File: src/rtl/pts_pkg.sv
// pts_pkg: shared types, widths and constants of the poll timing stabilizer.
// No dependencies; imported by every module of the block.
`timescale 1ns / 1ps

package pts_pkg;

    localparam int DATA_W   = 64;          // wrap width of all timing arithmetic
    localparam int TS_W     = 62;          // timestamp width
    localparam int NEXT_W   = 63;          // predicted timing width
    localparam int CNT_W    = 9;           // stamp count / history limit width
    localparam int PER_W    = 36;          // period, Q28.8 ns
    localparam int NS_W     = 30;          // leniency and delay width
    localparam int STEP_W   = 32;          // period step counter width
    localparam int FRAC_W   = 8;           // period fraction bits

    localparam int MUL_A_W  = 32;
    localparam int MUL_B_W  = PER_W;
    localparam int MUL_P_W  = MUL_A_W + MUL_B_W;

    localparam int DIV_STEPS = DATA_W;     // one quotient bit per cycle

    localparam int MAX_HISTORY = 256;      // ceiling on the effective history limit
    localparam logic [CNT_W-1:0] LIMIT_MAX = CNT_W'(MAX_HISTORY);

    localparam int CFG_DATA_W = PER_W;
    localparam int CFG_ADDR_W = 2;

    // configuration register indexes
    localparam logic [CFG_ADDR_W-1:0] CFG_PERIOD   = 2'd0;
    localparam logic [CFG_ADDR_W-1:0] CFG_LENIENCY = 2'd1;
    localparam logic [CFG_ADDR_W-1:0] CFG_DELAY    = 2'd2;
    localparam logic [CFG_ADDR_W-1:0] CFG_LIMIT    = 2'd3;

    // reset values
    localparam logic [PER_W-1:0] PERIOD_RST   = 36'd4270937604;  // 1e9/59.94 in Q8
    localparam logic [NS_W-1:0]  LENIENCY_RST = 30'd1400000;
    localparam logic [NS_W-1:0]  DELAY_RST    = 30'd1400000;
    localparam logic [CNT_W-1:0] LIMIT_RST    = 9'd32;

    // operation codes carried in tuser
    localparam logic OP_FEED  = 1'b0;
    localparam logic OP_QUERY = 1'b1;

    typedef enum logic [4:0] {
        S_IDLE,
        S_DISPATCH,
        S_F_BAND,
        S_F_ACC,
        S_F_UPDATE,
        S_SF_DIFF,
        S_SF_CMP,
        S_SQ_OFF,
        S_SQ_SUM,
        S_MEAN_TRI,
        S_MEAN_ACT,
        S_MEAN_NUM,
        S_MEAN_ABS,
        S_MEAN_DIV,
        S_MEAN_SUM,
        S_Q_DLY,
        S_DONE
    } t_state;

    typedef struct packed {
        logic busy;
        logic done;
    } t_div_stat;

endpackage

File: src/rtl/pts_mul.sv
// pts_mul: shared 32x36 unsigned multiplier with a registered product.
// Depends on pts_pkg for operand widths.
`timescale 1ns / 1ps

module pts_mul import pts_pkg::*; (
    input  logic               i_clk,
    input  logic [MUL_A_W-1:0] i_a,
    input  logic [MUL_B_W-1:0] i_b,
    output logic [MUL_P_W-1:0] o_prod
);

    logic [MUL_P_W-1:0] r_prod;

    // product is registered and ready in the cycle after the operands
    always_ff @(posedge i_clk) begin
        r_prod <= MUL_P_W'(i_a) * MUL_P_W'(i_b);
    end

    assign o_prod = r_prod;

endmodule

File: config.mk
export PLATFORM = sky130hd
export DESIGN_NAME = pts_mul
export DESIGN_NICKNAME = d
export VERILOG_FILES = /design/src/rtl/pts_pkg.sv /design/src/rtl/pts_mul.sv
export SDC_FILE = /design/constraint.sdc
export NUM_CORES = 2
export LEC_CHECK = 0
export BUFFER_PORTS_ARGS = -buffer_cell sky130_fd_sc_hd__buf_2
export CORE_MARGIN = 5
export CORE_UTILIZATION = 35
export CTS_CLUSTER_DIAMETER = 40
export DETAILED_ROUTE_END_ITERATION = 6
export GPL_ROUTABILITY_DRIVEN = 0
export GPL_TIMING_DRIVEN = 0
export PLACE_DENSITY = 0.49
export SLEW_MARGIN = 20
export SYNTH_ARGS = -nofsm -noshare
export SYNTH_HDL_FRONTEND = slang
export SYNTH_SLANG_ARGS = --single-unit
File: constraint.sdc
create_clock -name i_clk -period 15.45 [get_ports i_clk]
set_clock_uncertainty 0.15 [all_clocks]
set_input_delay 2.3175 -clock i_clk [delete_from_list [all_inputs] [get_ports i_clk]]
set_output_delay 2.3175 -clock i_clk [all_outputs]
set_load 0.005 [all_outputs]
======== Word-level counts from Yosys, hierarchy flattened ========
Cells that the tools add are included.
W data, S select, Z words.
storage, ports and cells
  logic and storage cells ................. 2
  output and inout bits ................... 68
  register bits ........................... 68
  bits of input ports ..................... 69
cells by class
  $mul .................................... 1
operator list
  kind              count
  $mul A32 B36 Y68  1

======== Logic depth before layout (Yosys ltp) ========
  depth in word-level cells ............... 1
  mapped depth ............................ 29
  mapped depth without buffers ............ 26

======== Worst setup path before layout ========
No wires, ideal clock.
  path type ............................... input to register
  start ................................... input port i_a[2]
  end ..................................... register r_prod[61] (netlist: o_prod[61])
  stages on the path ...................... 28
  library setup time ...................... 125 ps
  buffers on the path ..................... 3
  slack ................................... 5976 ps
  data required time ...................... 15175 ps
  data arrival time ....................... 9199 ps
  cell sequence ........................... clkbuf_1 -> clkbuf_1 -> nand2_1 -> fa_1 -> inv_1 -> fa_1 -> inv_1 -> fa_1 -> fa_1 -> inv_1 -> fa_1 -> inv_1 -> fa_1 -> inv_1 -> fa_1 -> fa_1 -> ha_1 -> buf_2 -> a211oi_1 -> nor2_1 -> a2111oi_2 -> o21ai_1 -> a211o_1 -> a21oi_1 -> o221a_2 -> o31ai_1 -> a31oi_1 -> xnor2_1
on the way
  word-level cells in the longest chain between the ends .. 1
ends and longest elaborated chain
  what                    RTL line       text
  start: declaration      pts_mul.sv:7   input logic [MUL_A_W-1:0] i_a,
  $mul A32 B36 Y68        pts_mul.sv:16  r_prod <= MUL_P_W'(i_a) * MUL_P_W'(i_b);
  end signal: assignment  pts_mul.sv:16
  end: declaration        pts_mul.sv:12  logic [MUL_P_W-1:0] r_prod;
Every way passes these cells.

======== Worst setup path after layout ========
  start ................................... input port i_a[27]
  end ..................................... register r_prod[60] (netlist: o_prod[60])
The elaborated chain is that of the path after synthesis.

==> impl_metrics.env <==
export IMPL_path_max_fanout=10
export IMPL_htreeDepth=3
export IMPL_synthDominantAreaCellType="fa_1"
export IMPL_syn_to_final_growth_pct=7.022
export IMPL_synth_compound_area_frac=0.03743
export IMPL_netlist_cell_type_count=56
export IMPL_largest_register_ff_count=68
export IMPL_grt_pass1_wl_um=216700
export IMPL_cts_tree="built"
export IMPL_mappedNetlistArea_um2=37970
export IMPL_synth_top_family_by_area="adder cells"
export IMPL_cts_resized=0
export IMPL_gr_total_overflow=0
export IMPL_hold_viol_final=0
export IMPL_start_kind="primary input"
export IMPL_fin_cells=5728
export IMPL_min_path_cells=3
export IMPL_track_usage=0.2620
export IMPL_timing_max_cap_violations=0
export IMPL_die_h_um=339.4
export IMPL_period_minus_slack_ps=12060
export IMPL_num_vias=29280
export IMPL_grt_pass1_vias=30980
export IMPL_synth_xor_xnor_area_share=0.01499
export IMPL_postSynthCellCount=4180
export IMPL_die_area_um2=115200
export IMPL_root_buffer="clkbuf_16"
export IMPL_tns_ps=0
export IMPL_wl_per_cell_um=26.28
export IMPL_antenna_found_initial=27
export IMPL_drc=0
export IMPL_rows=120
export IMPL_drive_gt1_frac=0.03827
export IMPL_synth_edf_count=0
export IMPL_outcome="finished, final reports clean"
export IMPL_synth_fa_ha_area_frac=0.6237
export IMPL_ys_flop_type="dfxtp_1"
export IMPL_io_pins=137
export IMPL_dpl_cell_count=5697
export IMPL_port_buffers=114
export IMPL_grt_max_degree=14
export IMPL_ys_seq_area_frac=0.03585
export IMPL_cts_hold_repair_buffers=0
export IMPL_max_slew_margin=0.1336
export IMPL_hpwl_um=127200
export IMPL_synth_top_cell_area_share=0.5357
export IMPL_min_from="i_b[0]"
export IMPL_fin_nets=5658
export IMPL_numCtsBuffers=9
export IMPL_cts_clk_slew_worst_paths_ps=70
export IMPL_synthMuxAreaShare=0
export IMPL_setup_violations=0
export IMPL_cp_end_kind="flip-flop"
export IMPL_yosysWarnings=0
export IMPL_cts_buffer_depth=2
export IMPL_routed_via_density=5.111
export IMPL_finalCritPeriodShare=0.7803
export IMPL_post_cts_setup_buffers=0
export IMPL_critical_path_class="in -> reg"
export IMPL_grt_setup_unrepaired="no"
export IMPL_slowest_stage="clkbuf_1"
export IMPL_clock_fmax_mhz=82.95
export IMPL_async_flop_share=0
export IMPL_core_area_um2=107400
export IMPL_drtPass1Iterations=7
export IMPL_synth_nets=5532
export IMPL_initial_core_util=0.3537
export IMPL_fillers=11200
export IMPL_wirelength_um=150600
export IMPL_cts_sinks=68
export IMPL_crit_required_ps=15570
export IMPL_synthTopCellsByArea="fa_1 54%, inv_1 9.7%, ha_1 8.8%, and2_1 8.1%, nand2_1 7.1%"
export IMPL_hold_path_endpoint="o_prod[1]"
export IMPL_die_x_um=339.4
export IMPL_critPathMaxStageDelay_ps=1010
export IMPL_first_iter_violations=2581
export IMPL_ant_nets=0
export IMPL_worst_slack_ps=3394
export IMPL_avgSynthCellArea_um2=9.084
export IMPL_post_place_ws_ps=3301
export IMPL_hp_class="in -> reg"
export IMPL_worst_slew_pin_slew_ps=1300
export IMPL_crit_arrival_ps=12180
export IMPL_synthSimpleGateAreaFrac=0.1663
export IMPL_yosys_register_bits=68
export IMPL_drv_slew=0
export IMPL_cpMostUsedCell="fa_1"
## per-stage QoR
step                      cell area (µm²)  utilization  hold WS [ps]
final                               40640       0.3785          2217
after CTS                           40590       0.3781          2186
after global routing                40600       0.3782          2218
after detailed placement            40310       0.3755          2544
after floorplan                     37970            -          2419
after global placement              40300       0.3754          2546
## worst max path at each step
| stage | startpoint | end |
|---|---|---|
| after floorplan | i_a[2] | o_prod[61] |
| after global placement | i_a[25] | o_prod[60] |
| after detailed placement | i_a[8] | o_prod[60] |
| after CTS | i_a[8] | o_prod[60] |
| after global routing | i_a[28] | o_prod[60] |
| final | i_a[27] | o_prod[60] |
## cell usage after synthesis, drive strengths merged (9+ instances only)
master and number:
a211oi 9, a21o 26, a21oi 75, and2 491, buf 14, clkbuf 233, dfxtp 68, fa 1016
ha 267, inv 981, nand2 722, nand3 11, nand4 18, nor2 37, nor3 12, o21ai 47
xnor2 41, xor2 24
## critical path: cells and delay by family
family / cells / cell delay (ps)
and+or+nand+nor: 6 / 1850
buffers and inverters: 5 / 1950
adders and majority gates: 9 / 4530
xor gates and xnor gates: 1 / 220
AOI/OAI and AO/OA: 4 / 1260
## cell usage in the layout (no fill, tap or decap), drive strengths merged, types with 3 or more instances in the layout
master / synthesis / routed
or3: 3 / 3
clkinvlp: 0 / 3
clkbuf: 233 / 242
nor2: 37 / 37
buf: 14 / 129
nand2: 722 / 722
a31oi: 7 / 7
o31ai: 3 / 3
and2: 491 / 491
xnor2: 41 / 41
xor2: 24 / 24
clkinv: 0 / 4
fa: 1016 / 1016
a21oi: 75 / 75
ha: 267 / 267
nand4: 18 / 18
nor2b: 6 / 6
o21a: 8 / 8
nor3: 12 / 12
nor4: 5 / 5
o21ai: 47 / 47
and3: 6 / 6
dfxtp: 68 / 68
nand3: 11 / 11
o21bai: 8 / 8
o211ai: 6 / 6
diode: 0 / 14
inv: 981 / 981
a211oi: 9 / 9
a21o: 26 / 26
a221oi: 3 / 3
## cell families after synthesis
logic type | after synthesis
AO/OA/AOI/OAI | 219
XOR/XNOR | 65
adder cells (fa/ha/maj) | 1283
buffers and inverters | 1228
flip-flops | 68
AND/OR/NAND/NOR | 1317
## area by class of cell
cell class,instances,area [µm²],share of cell area
well taps,1403,1755,0.04320
flip-flops and latches,68,1361,0.03350
repair buffers,115,581.8,0.01432
inverters,981,3682,0.09062
diodes,14,35.03,0.0008621
plain buffers,247,954.7,0.02349
multi-input cells,2884,31990,0.7871
clock inverters,7,53.80,0.001324
clock buffers,9,225.2,0.005542
## per-layer routing
metal / vias up / wire length [µm] / GRT usage
met3: 273 / 12500 / 0.05559
met2: 1317 / 69590 / 0.4253
met1: 15400 / 60150 / 0.3424
li1: 12290 / - / -
met5: - / 7 / 0
met4: 2 / 8310 / 0.1069
Power is not shown: default switching activity piles up to over one toggle a cycle in this logic, so the estimate is an artifact.
