[src/rtl/pts_pkg.sv]
// pts_pkg: shared types, widths and constants of the poll timing stabilizer.
// No dependencies; imported by every module of the block.
`timescale 1ns / 1ps

package pts_pkg;

    localparam int DATA_W   = 64;          // wrap width of all timing arithmetic
    localparam int TS_W     = 62;          // timestamp width
    localparam int NEXT_W   = 63;          // predicted timing width
    localparam int CNT_W    = 9;           // stamp count / history limit width
    localparam int PER_W    = 36;          // period, Q28.8 ns
    localparam int NS_W     = 30;          // leniency and delay width
    localparam int STEP_W   = 32;          // period step counter width
    localparam int FRAC_W   = 8;           // period fraction bits

    localparam int MUL_A_W  = 32;
    localparam int MUL_B_W  = PER_W;
    localparam int MUL_P_W  = MUL_A_W + MUL_B_W;

    localparam int DIV_STEPS = DATA_W;     // one quotient bit per cycle

    localparam int MAX_HISTORY = 256;      // ceiling on the effective history limit
    localparam logic [CNT_W-1:0] LIMIT_MAX = CNT_W'(MAX_HISTORY);

    localparam int CFG_DATA_W = PER_W;
    localparam int CFG_ADDR_W = 2;

    // configuration register indexes
    localparam logic [CFG_ADDR_W-1:0] CFG_PERIOD   = 2'd0;
    localparam logic [CFG_ADDR_W-1:0] CFG_LENIENCY = 2'd1;
    localparam logic [CFG_ADDR_W-1:0] CFG_DELAY    = 2'd2;
    localparam logic [CFG_ADDR_W-1:0] CFG_LIMIT    = 2'd3;

    // reset values
    localparam logic [PER_W-1:0] PERIOD_RST   = 36'd4270937604;  // 1e9/59.94 in Q8
    localparam logic [NS_W-1:0]  LENIENCY_RST = 30'd1400000;
    localparam logic [NS_W-1:0]  DELAY_RST    = 30'd1400000;
    localparam logic [CNT_W-1:0] LIMIT_RST    = 9'd32;

    // operation codes carried in tuser
    localparam logic OP_FEED  = 1'b0;
    localparam logic OP_QUERY = 1'b1;

    typedef enum logic [4:0] {
        S_IDLE,
        S_DISPATCH,
        S_F_BAND,
        S_F_ACC,
        S_F_UPDATE,
        S_SF_DIFF,
        S_SF_CMP,
        S_SQ_OFF,
        S_SQ_SUM,
        S_MEAN_TRI,
        S_MEAN_ACT,
        S_MEAN_NUM,
        S_MEAN_ABS,
        S_MEAN_DIV,
        S_MEAN_SUM,
        S_Q_DLY,
        S_DONE
    } t_state;

    typedef struct packed {
        logic busy;
        logic done;
    } t_div_stat;

endpackage

[src/rtl/pts_div.sv]
// pts_div: restoring divider, 64-bit dividend by a 9-bit count, one bit a cycle.
// Depends on pts_pkg for widths and the status struct.
`timescale 1ns / 1ps

module pts_div import pts_pkg::*; (
    input  logic              i_clk,
    input  logic              i_rst_n,
    input  logic              i_start,
    input  logic [DATA_W-1:0] i_dividend,
    input  logic [CNT_W-1:0]  i_divisor,
    output logic [DATA_W-1:0] o_quot,
    output t_div_stat         o_stat
);

    localparam int STEP_CNT_W = $clog2(DIV_STEPS);

    logic [DATA_W-1:0]     r_q;
    logic [CNT_W-1:0]      r_rem;
    logic [CNT_W-1:0]      r_div;
    logic [STEP_CNT_W-1:0] r_cnt;
    logic                  r_busy;
    logic                  r_done;

    logic [CNT_W:0]        trial;
    logic                  qbit;
    logic [CNT_W:0]        diff;

    // remainder stays below the divisor, so it never needs more than CNT_W bits
    assign trial = {r_rem, r_q[DATA_W-1]};
    assign qbit  = (trial >= {1'b0, r_div});
    assign diff  = trial - {1'b0, r_div};

    always_ff @(posedge i_clk) begin
        if (!i_rst_n) begin
            r_busy <= 1'b0;
            r_done <= 1'b0;
            r_cnt  <= '0;
        end else begin
            r_done <= 1'b0;
            if (i_start) begin
                r_busy <= 1'b1;
                r_cnt  <= '0;
            end else if (r_busy) begin
                r_cnt <= r_cnt + 1'b1;
                if (r_cnt == STEP_CNT_W'(DIV_STEPS - 1)) begin
                    r_busy <= 1'b0;
                    r_done <= 1'b1;
                end
            end
        end
    end

    always_ff @(posedge i_clk) begin
        if (i_start) begin
            r_q   <= i_dividend;
            r_rem <= '0;
            r_div <= i_divisor;
        end else if (r_busy) begin
            r_q   <= {r_q[DATA_W-2:0], qbit};
            r_rem <= qbit ? diff[CNT_W-1:0] : trial[CNT_W-1:0];
        end
    end

    assign o_quot      = r_q;
    assign o_stat.busy = r_busy;
    assign o_stat.done = r_done;

endmodule

[config.mk]
export PLATFORM = sky130hd
export DESIGN_NAME = pts_div
export DESIGN_NICKNAME = d
export VERILOG_FILES = /design/src/rtl/pts_pkg.sv /design/src/rtl/pts_div.sv
export SDC_FILE = /design/constraint.sdc
export NUM_CORES = 1
export LEC_CHECK = 0
export ABC_AREA = 1
export BUFFER_PORTS_ARGS = -buffer_cell sky130_fd_sc_hd__buf_2
export CAP_MARGIN = 20
export CORE_AREA = 5 5 99 101
export DETAILED_ROUTE_END_ITERATION = 7
export DIE_AREA = 0 0 104 106
export PLACE_DENSITY = 0.79
export RECOVER_POWER = 50
export SYNTH_ARGS = -nofsm -noshare
export SYNTH_HDL_FRONTEND = slang
export SYNTH_SLANG_ARGS = --single-unit
[constraint.sdc]
create_clock -name i_clk -period 3.15 [get_ports i_clk]
set_input_delay 0.315 -clock i_clk [delete_from_list [all_inputs] [get_ports i_clk]]
set_output_delay 0.315 -clock i_clk [all_outputs]
set_load 0.01 [all_outputs]
After elaboration in Yosys (flattened, before gate mapping) --
Cells that the tools add are included.
Cells by class: divide/modulo/power cells 0, bitwise operators 2, $lt $le $gt $ge 1, shift operators 0, reductions and logical operators 3, equality and inequality tests 1, add/sub/neg operators 2, multiplexer cells 7, multipliers 0
Operators with widths (count):
- $mux W64 | 2
- $ge A10 B9 Y1 | 1
- $mux W9 | 1
- $sub A9 B9 Y9 | 1
- $add A6 B1 Y6 const B | 1
- $eq A6 B6 Y1 const B | 1
- $mux W1 | 4
- $reduce_or A3 Y1 | 1
- $not A1 Y1 | 2
- $reduce_bool A2 Y1 | 1
- $reduce_or A2 Y1 | 1
Storage, ports and cells: memories kept 0, bits in latches 0, logic and storage cells 22, memory bits (writable) 0, output and inout port bits 66, register bits 90, memory bits (read-only) 0

Depth between registers and ports, before layout --
Gate-level depths: netlist of the first run.
depth in word-level cells 4, mapped depth 13

Least setup slack after synthesis of the first run --
Ideal clock, no wire load.
kind input-to-reg, from input i_start, to register r_q[0], in the netlist o_quot[0], enable pin, setup time 0.418 ns, buffers on the path 1, path slack 0.857 ns, data arrival time 1.875 ns, stages 3, cells stage by stage buf_2 > nor2_1 > inv_1
On the way: cells in the longest elaborated chain, start to end 1
Ends and longest elaborated chain:
- from (decl) | RTL line pts_div.sv:8 | input logic i_start,
- $reduce_bool A2 Y1 (no source line)
- to (signal assigned) | RTL line pts_div.sv:55 | r_q <= i_dividend;
- to (signal assigned) | RTL line pts_div.sv:59 | r_q <= {r_q[DATA_W-2:0], qbit};
- to (decl) | RTL line pts_div.sv:17 | logic [DATA_W-1:0] r_q;
No other way between the ends. A chain may end at the register's enable or synchronous reset.

Worst setup path in the final report of the first run --
from input i_start, to register r_q[26], in the netlist o_quot[26], enable pin
The elaborated chain is that of the path after synthesis.

==> results_dict.tcl, run 1 <==
set metrics [dict create \
    powerDensity_mw_per_mm2 511 \
    ios 142 \
    die_h_um 106 \
    synth_area_leaders "edfxtp_1, nand2_1, dfxtp_1" \
    syn-num-nets 578 \
    drt-met1-wl_um 4420 \
    die_w_um 104 \
    fin_setup_tns_ns 0 \
    final_cell_count_no_fill 742 \
    synth_cell_type_count 28 \
    ys_ff_latch 90 \
    syn-cell-area_mm2 0.00434 \
    hold_class "primary input to flop" \
    ir_drop_uv 240 \
    place.port_buffers 141 \
    grt_pass1_wl_um 17100 \
    path_class "primary input to flop" \
    placementRows 35 \
    hold_slack_ns 0.133 \
    num-nets-final 713 \
    critPathMaxFanout 26 \
    dpl.hpwl_um 7910 \
    synth_common_cells "nand2_1, edfxtp_1, inv_1" \
    via_per_inst 4.85 \
    endpoint_kind "flop" \
    critPathLaunchType "primary input" \
    core_area_mm2 0.00893 \
    drtAntennaViolNets 0 \
    top_layer "met4" \
    dr_wl_met3_um 787 \
    start_util 0.486 \
    first_iter_violations 183 \
    fillers 845 \
    dpl_cell_area_mm2 0.00511 \
    grt_antenna_before_repair 0 \
    ctsLongestPathBuffers 2 \
    fmax_ghz 0.395 \
    die_area_mm2 0.0110 \
    hold_buffers 0 \
    synth-seq-area-share 0.583 \
    leakagePower_nw 2.57 \
    min_period_ns 2.53 \
    area_growth_pct 20.0 \
    clock_latency_ns 0.36 \
    htreeDepth 3 \
    ctsResizeCount 0 \
    setup_violations 0 \
    track_usage 0.190 \
    synthCells 491 \
    cap_violations 0 \
    yosys.area.top_type_share 0.505 \
    layout-drive-gt1-share 0.182 \
    layout_worst_path_cycle_share 0.804 \
    cts-buffers-inserted 9 \
    yosysWarnings 0 \
    detail_route.wl_per_cell_um 14.1 \
    fin_util 0.584 \
    gp_congestion 0.895 \
    fin_ws_ns 0.619 \
    dp_worst_setup_slack_ns 0.907 \
    slew_headroom 0.170 \
    cts_root_buffer "clkbuf_8" \
    synth_edf_count 73 \
    fin_skew_ns 0.0111 \
    async_flop_share 0 \
    cp.arrival_ns 2.57 \
    post_cts_buffers 0 \
    gr-total-overflow 0 \
    cts.sinks 90 \
    post-route-cell-area_mm2 0.00521 \
    worst_pin_slew_ns 1.24 \
    clk_pin_slew_ns 0.10 \
    grt_pass1_vias 3564 \
    cts_tree "built" \
    grt_max_degree 67 \
    wl_um 10400 \
    vias 3597 \
    dpl.cell_count 726 \
    status "finished clean" \
    final_hold_viol_count 0 \
    ys.flop_type "edfxtp_1" \
    dr_wl_met2_um 5140 \
    rsz0062_at_grt "no" \
    power_mw 2.66 \
    synth_area_per_cell_um2 8.85 \
    post-route-drc-count 0 \
    drv_slew 0 \
    cp.required_ns 3.19 \
    post-synth-top-count-cell "nand2_1" \
    synth_largest_area_cell "edfxtp_1" \
    diodes 0 \
    firstDrtPassIters 5 \
]
[final timing paths]
check                                      startpoint                     to  slack [ns]  cells after the start
worst min-delay path                     i_divisor[2]     r_div[2]$_DFFE_PP_        0.13                      1
worst min register to register  r_cnt[1]$_SDFFE_PP0P_  r_cnt[1]$_SDFFE_PP0P_        0.49                      2
worst max register to register   o_quot[63]$_DFFE_PP_  r_rem[7]$_SDFFE_PP0P_        0.98                     11
worst max-delay path                          i_start   o_quot[26]$_DFFE_PP_        0.62                      4
[placed cells by master (no fill, tap or decap), drive strengths merged, types with 4 or more instances in the layout]
cell / instances
nor2: 11
a21oi: 9
buf: 76
dfxtp: 17
nand2: 262
edfxtp: 73
inv: 44
o21ai: 4
ha: 10
clkbuf: 78
nand3: 28
[power by group]
| part | switching (mW) | internal [mW] | leakage (nW) |
|---|---|---|---|
| Clock | 0.423 | 0.369 | 0.0889 |
| Sequential | 0.0660 | 1.41 | 0.884 |
| Combinational | 0.251 | 0.143 | 1.60 |
[final cells by class]
cell class	instances	area, um^2	area share
Sequential cell	90	2530	0.486
Multi-Input combinational cell	338	1550	0.296
Timing Repair Buffer	144	642	0.123
Inverter	43	161	0.0310
Tap cell	111	139	0.0266
Clock buffer	10	128	0.0245
Clock inverter	6	66.3	0.0127
[worst max-delay path, stage by stage]
cell      delay (ns)
clkbuf_1        0.89
nor2_1          0.43
inv_2           0.53
buf_4           0.38
[metal layers]
| metal | vias to the layer above | track usage |
|---|---|---|
| met1 | 1643 | 0.253 |
| li1 | 1824 | - |
| met3 | 8 | 0.0486 |
| met4 | 0 | 0.0453 |
| met5 | - | 0 |
| met2 | 122 | 0.311 |
[flip-flops by register name, summed over array words and instances, names as in the netlist]
| register | cells |
|---|---|
| o_quot | 64 |
| r_div | 9 |
| r_rem | 9 |
| r_cnt | 6 |
| r_busy | 1 |
| r_done | 1 |
[cell families after synthesis]
kind of cell	after synthesis	synth area share
buffers and inverters	63	0.0613
XOR/XNOR	3	0.00605
adder cells (fa/ha/maj)	11	0.0334
AND/OR/NAND/NOR	308	0.296
flip-flops	90	0.583
AO/OA/AOI/OAI	16	0.0205
Power figures use the tool's default switching activity.
==> run 2: changes to the inputs <==
Settings changed: CORE_AREA 5 5 99 101 to 5 5 104 106, DIE_AREA 0 0 104 106 to 0 0 109 111, PLACE_DENSITY 0.79 to 0.75.
Clock period 3.15 ns to 2.3 ns, I/O delays scaled along.
==> run 2 against run 1 <==
Worst setup slack worse by 0.43 ns; first-iteration DRC count down 10%; non-clock buffer count up 1; clock power up 45%; clock skew up 0.0016 ns; largest power group unchanged; via count up 0.78%; die area up 9.8%; cell area up 2.1%; sequential share of layout area down 1.0 points; combinational power up 43%; worst hold slack worse by 0.093 ns.
==> results_dict.tcl, run 2 (synthesis gave the netlist of run 1 again) <==
set metrics [dict create \
    status "finished clean" \
    cp.required_ns 2.61 \
    post-route-drc-count 0 \
    ctsLongestPathBuffers 2 \
    htreeDepth 3 \
    final_hold_viol_count 0 \
    gp_congestion 0.861 \
    cts_root_buffer "clkbuf_8" \
    post-route-cell-area_mm2 0.00533 \
    drtAntennaViolNets 0 \
    core_area_mm2 0.00968 \
    path_class "flop to flop" \
    cts.sinks 90 \
    cp.arrival_ns 2.41 \
    vias 3625 \
    worstHoldStart "i_divisor[8]" \
    dpl_cell_area_mm2 0.00515 \
    dp_worst_setup_slack_ns 0.224 \
    cts-buffers-inserted 9 \
    num-nets-final 714 \
    crit_chain "inv_1, ha_1, inv_1, fa_1, nand4_2, nand2_2, nand2_2, nand2_2, nand2_1, nand3_1, nand2_1" \
    whs_path_depth 1 \
    detail_route.wl_per_cell_um 13.6 \
    crit_slowest_cell "fa_1" \
    die_h_um 111 \
    grtUsageMet3 0.0763 \
    clk_pin_slew_ns 0.09 \
    ir_drop_uv 476 \
    grt_antenna_before_repair 0 \
    start_util 0.449 \
    first_iter_violations 164 \
    ios 142 \
    cts_tree "built" \
    setup_violations 0 \
    worst-path-buf-inv 2 \
    largest_register_ffs 64 \
    critPathLaunchType "flop" \
    powerDensity_mw_per_mm2 701 \
    worst_pin_slew_ns 1.12 \
    dpl.hpwl_um 7660 \
    crit_family "simple AND/OR/NAND/NOR gates" \
    clock_latency_ns 0.37 \
    layout_worst_path_cycle_share 0.917 \
    fin_ws_ns 0.192 \
    grt_pass1_vias 3559 \
    area_growth_pct 22.6 \
    place.port_buffers 141 \
    via_per_inst 4.74 \
    rsz0062_at_grt "no" \
    final_cell_mix "nand2_1, buf_2, edfxtp_1" \
    firstDrtPassIters 4 \
    use_met2 0.282 \
    crit_path_max_incr_delay_ns 0.43 \
    min_period_ns 2.11 \
    layout-drive-gt1-share 0.245 \
    r2r_cells 11 \
    fin_setup_tns_ns 0 \
    fin_skew_ns 0.0127 \
    drv_slew 0 \
    die_area_mm2 0.0121 \
    reg2reg_to "r_rem[8]$_SDFFE_PP0P_" \
    hold_class "primary input to flop" \
    gr-total-overflow 0 \
    diodes 0 \
    rrSetupSlack_ns 0.19 \
    grtUsageMet1 0.226 \
    slew_headroom 0.251 \
    wl_um 10400 \
    die_w_um 109 \
    track_usage 0.179 \
    path_common_cell "nand2_2" \
    placementRows 36 \
    cap_violations 0 \
    critPathMaxFanout 11 \
    hold_buffers 0 \
    leakagePower_nw 2.71 \
    endpoint_kind "flop" \
    grt_max_degree 67 \
    hold_end "r_div[8]$_DFFE_PP_" \
    layout_commonest_cell "nand2_1" \
    grt.busiest_layer "met2" \
    grt_pass1_wl_um 17000 \
    fmax_ghz 0.474 \
    ctsResizeCount 0 \
    post_cts_buffers 0 \
    r2r-start "o_quot[63]$_DFFE_PP_" \
]
-- run 2: area by class of cell --
cell class | count | area, um^2
clock buffer | 10 | 138
clock inverter | 6 | 71.3
fill | 908 | 4360
inverter | 43 | 161
multi-input combinational | 338 | 1550
sequential | 90 | 2530
tap | 133 | 166
timing repair buffer | 145 | 711
-- run 2: routing by layer --
layer,share of wire,up-vias
met4,0.0075,0
met5,0,-
met1,0.42,1663
met2,0.48,126
li1,-,1830
met3,0.097,6
-- run 2: metrics by stage --
stage / cells / hold slack [ns] / utilization / power, mW
global placement: 748 / 0.410 / 0.531 / 2.62
global route: 765 / 0.00428 / 0.550 / 3.93
floorplan: 491 / 0.329 / - / 2.36
CTS: 764 / 0.00807 / 0.553 / 3.80
detailed placement: 748 / 0.409 / 0.531 / 2.63
finish: 765 / 0.0399 / 0.550 / 3.73
-- run 2: how the worst max path moves through the flow --
| stage | start | endpoint | depth (start not counted) |
|---|---|---|---|
| floorplan | r_busy$_SDFF_PN0_ | o_quot[0]$_DFFE_PP_ | 3 |
| global placement | o_quot[63]$_DFFE_PP_ | r_rem[8]$_SDFFE_PP0P_ | 11 |
| detailed placement | o_quot[63]$_DFFE_PP_ | r_rem[4]$_SDFFE_PP0P_ | 11 |
| CTS | o_quot[63]$_DFFE_PP_ | r_rem[8]$_SDFFE_PP0P_ | 11 |
| global route | o_quot[63]$_DFFE_PP_ | r_rem[2]$_SDFFE_PP0P_ | 11 |
| finish | o_quot[63]$_DFFE_PP_ | r_rem[8]$_SDFFE_PP0P_ | 11 |
-- run 2: power breakdown --
group          internal, mW  switching [mW]  total, mW  leakage [nW]
logic                 0.218           0.345      0.563          1.73
registers              1.93          0.0821       2.01         0.884
clock network         0.544           0.610       1.15        0.0999
total                  2.69            1.04       3.73          2.71
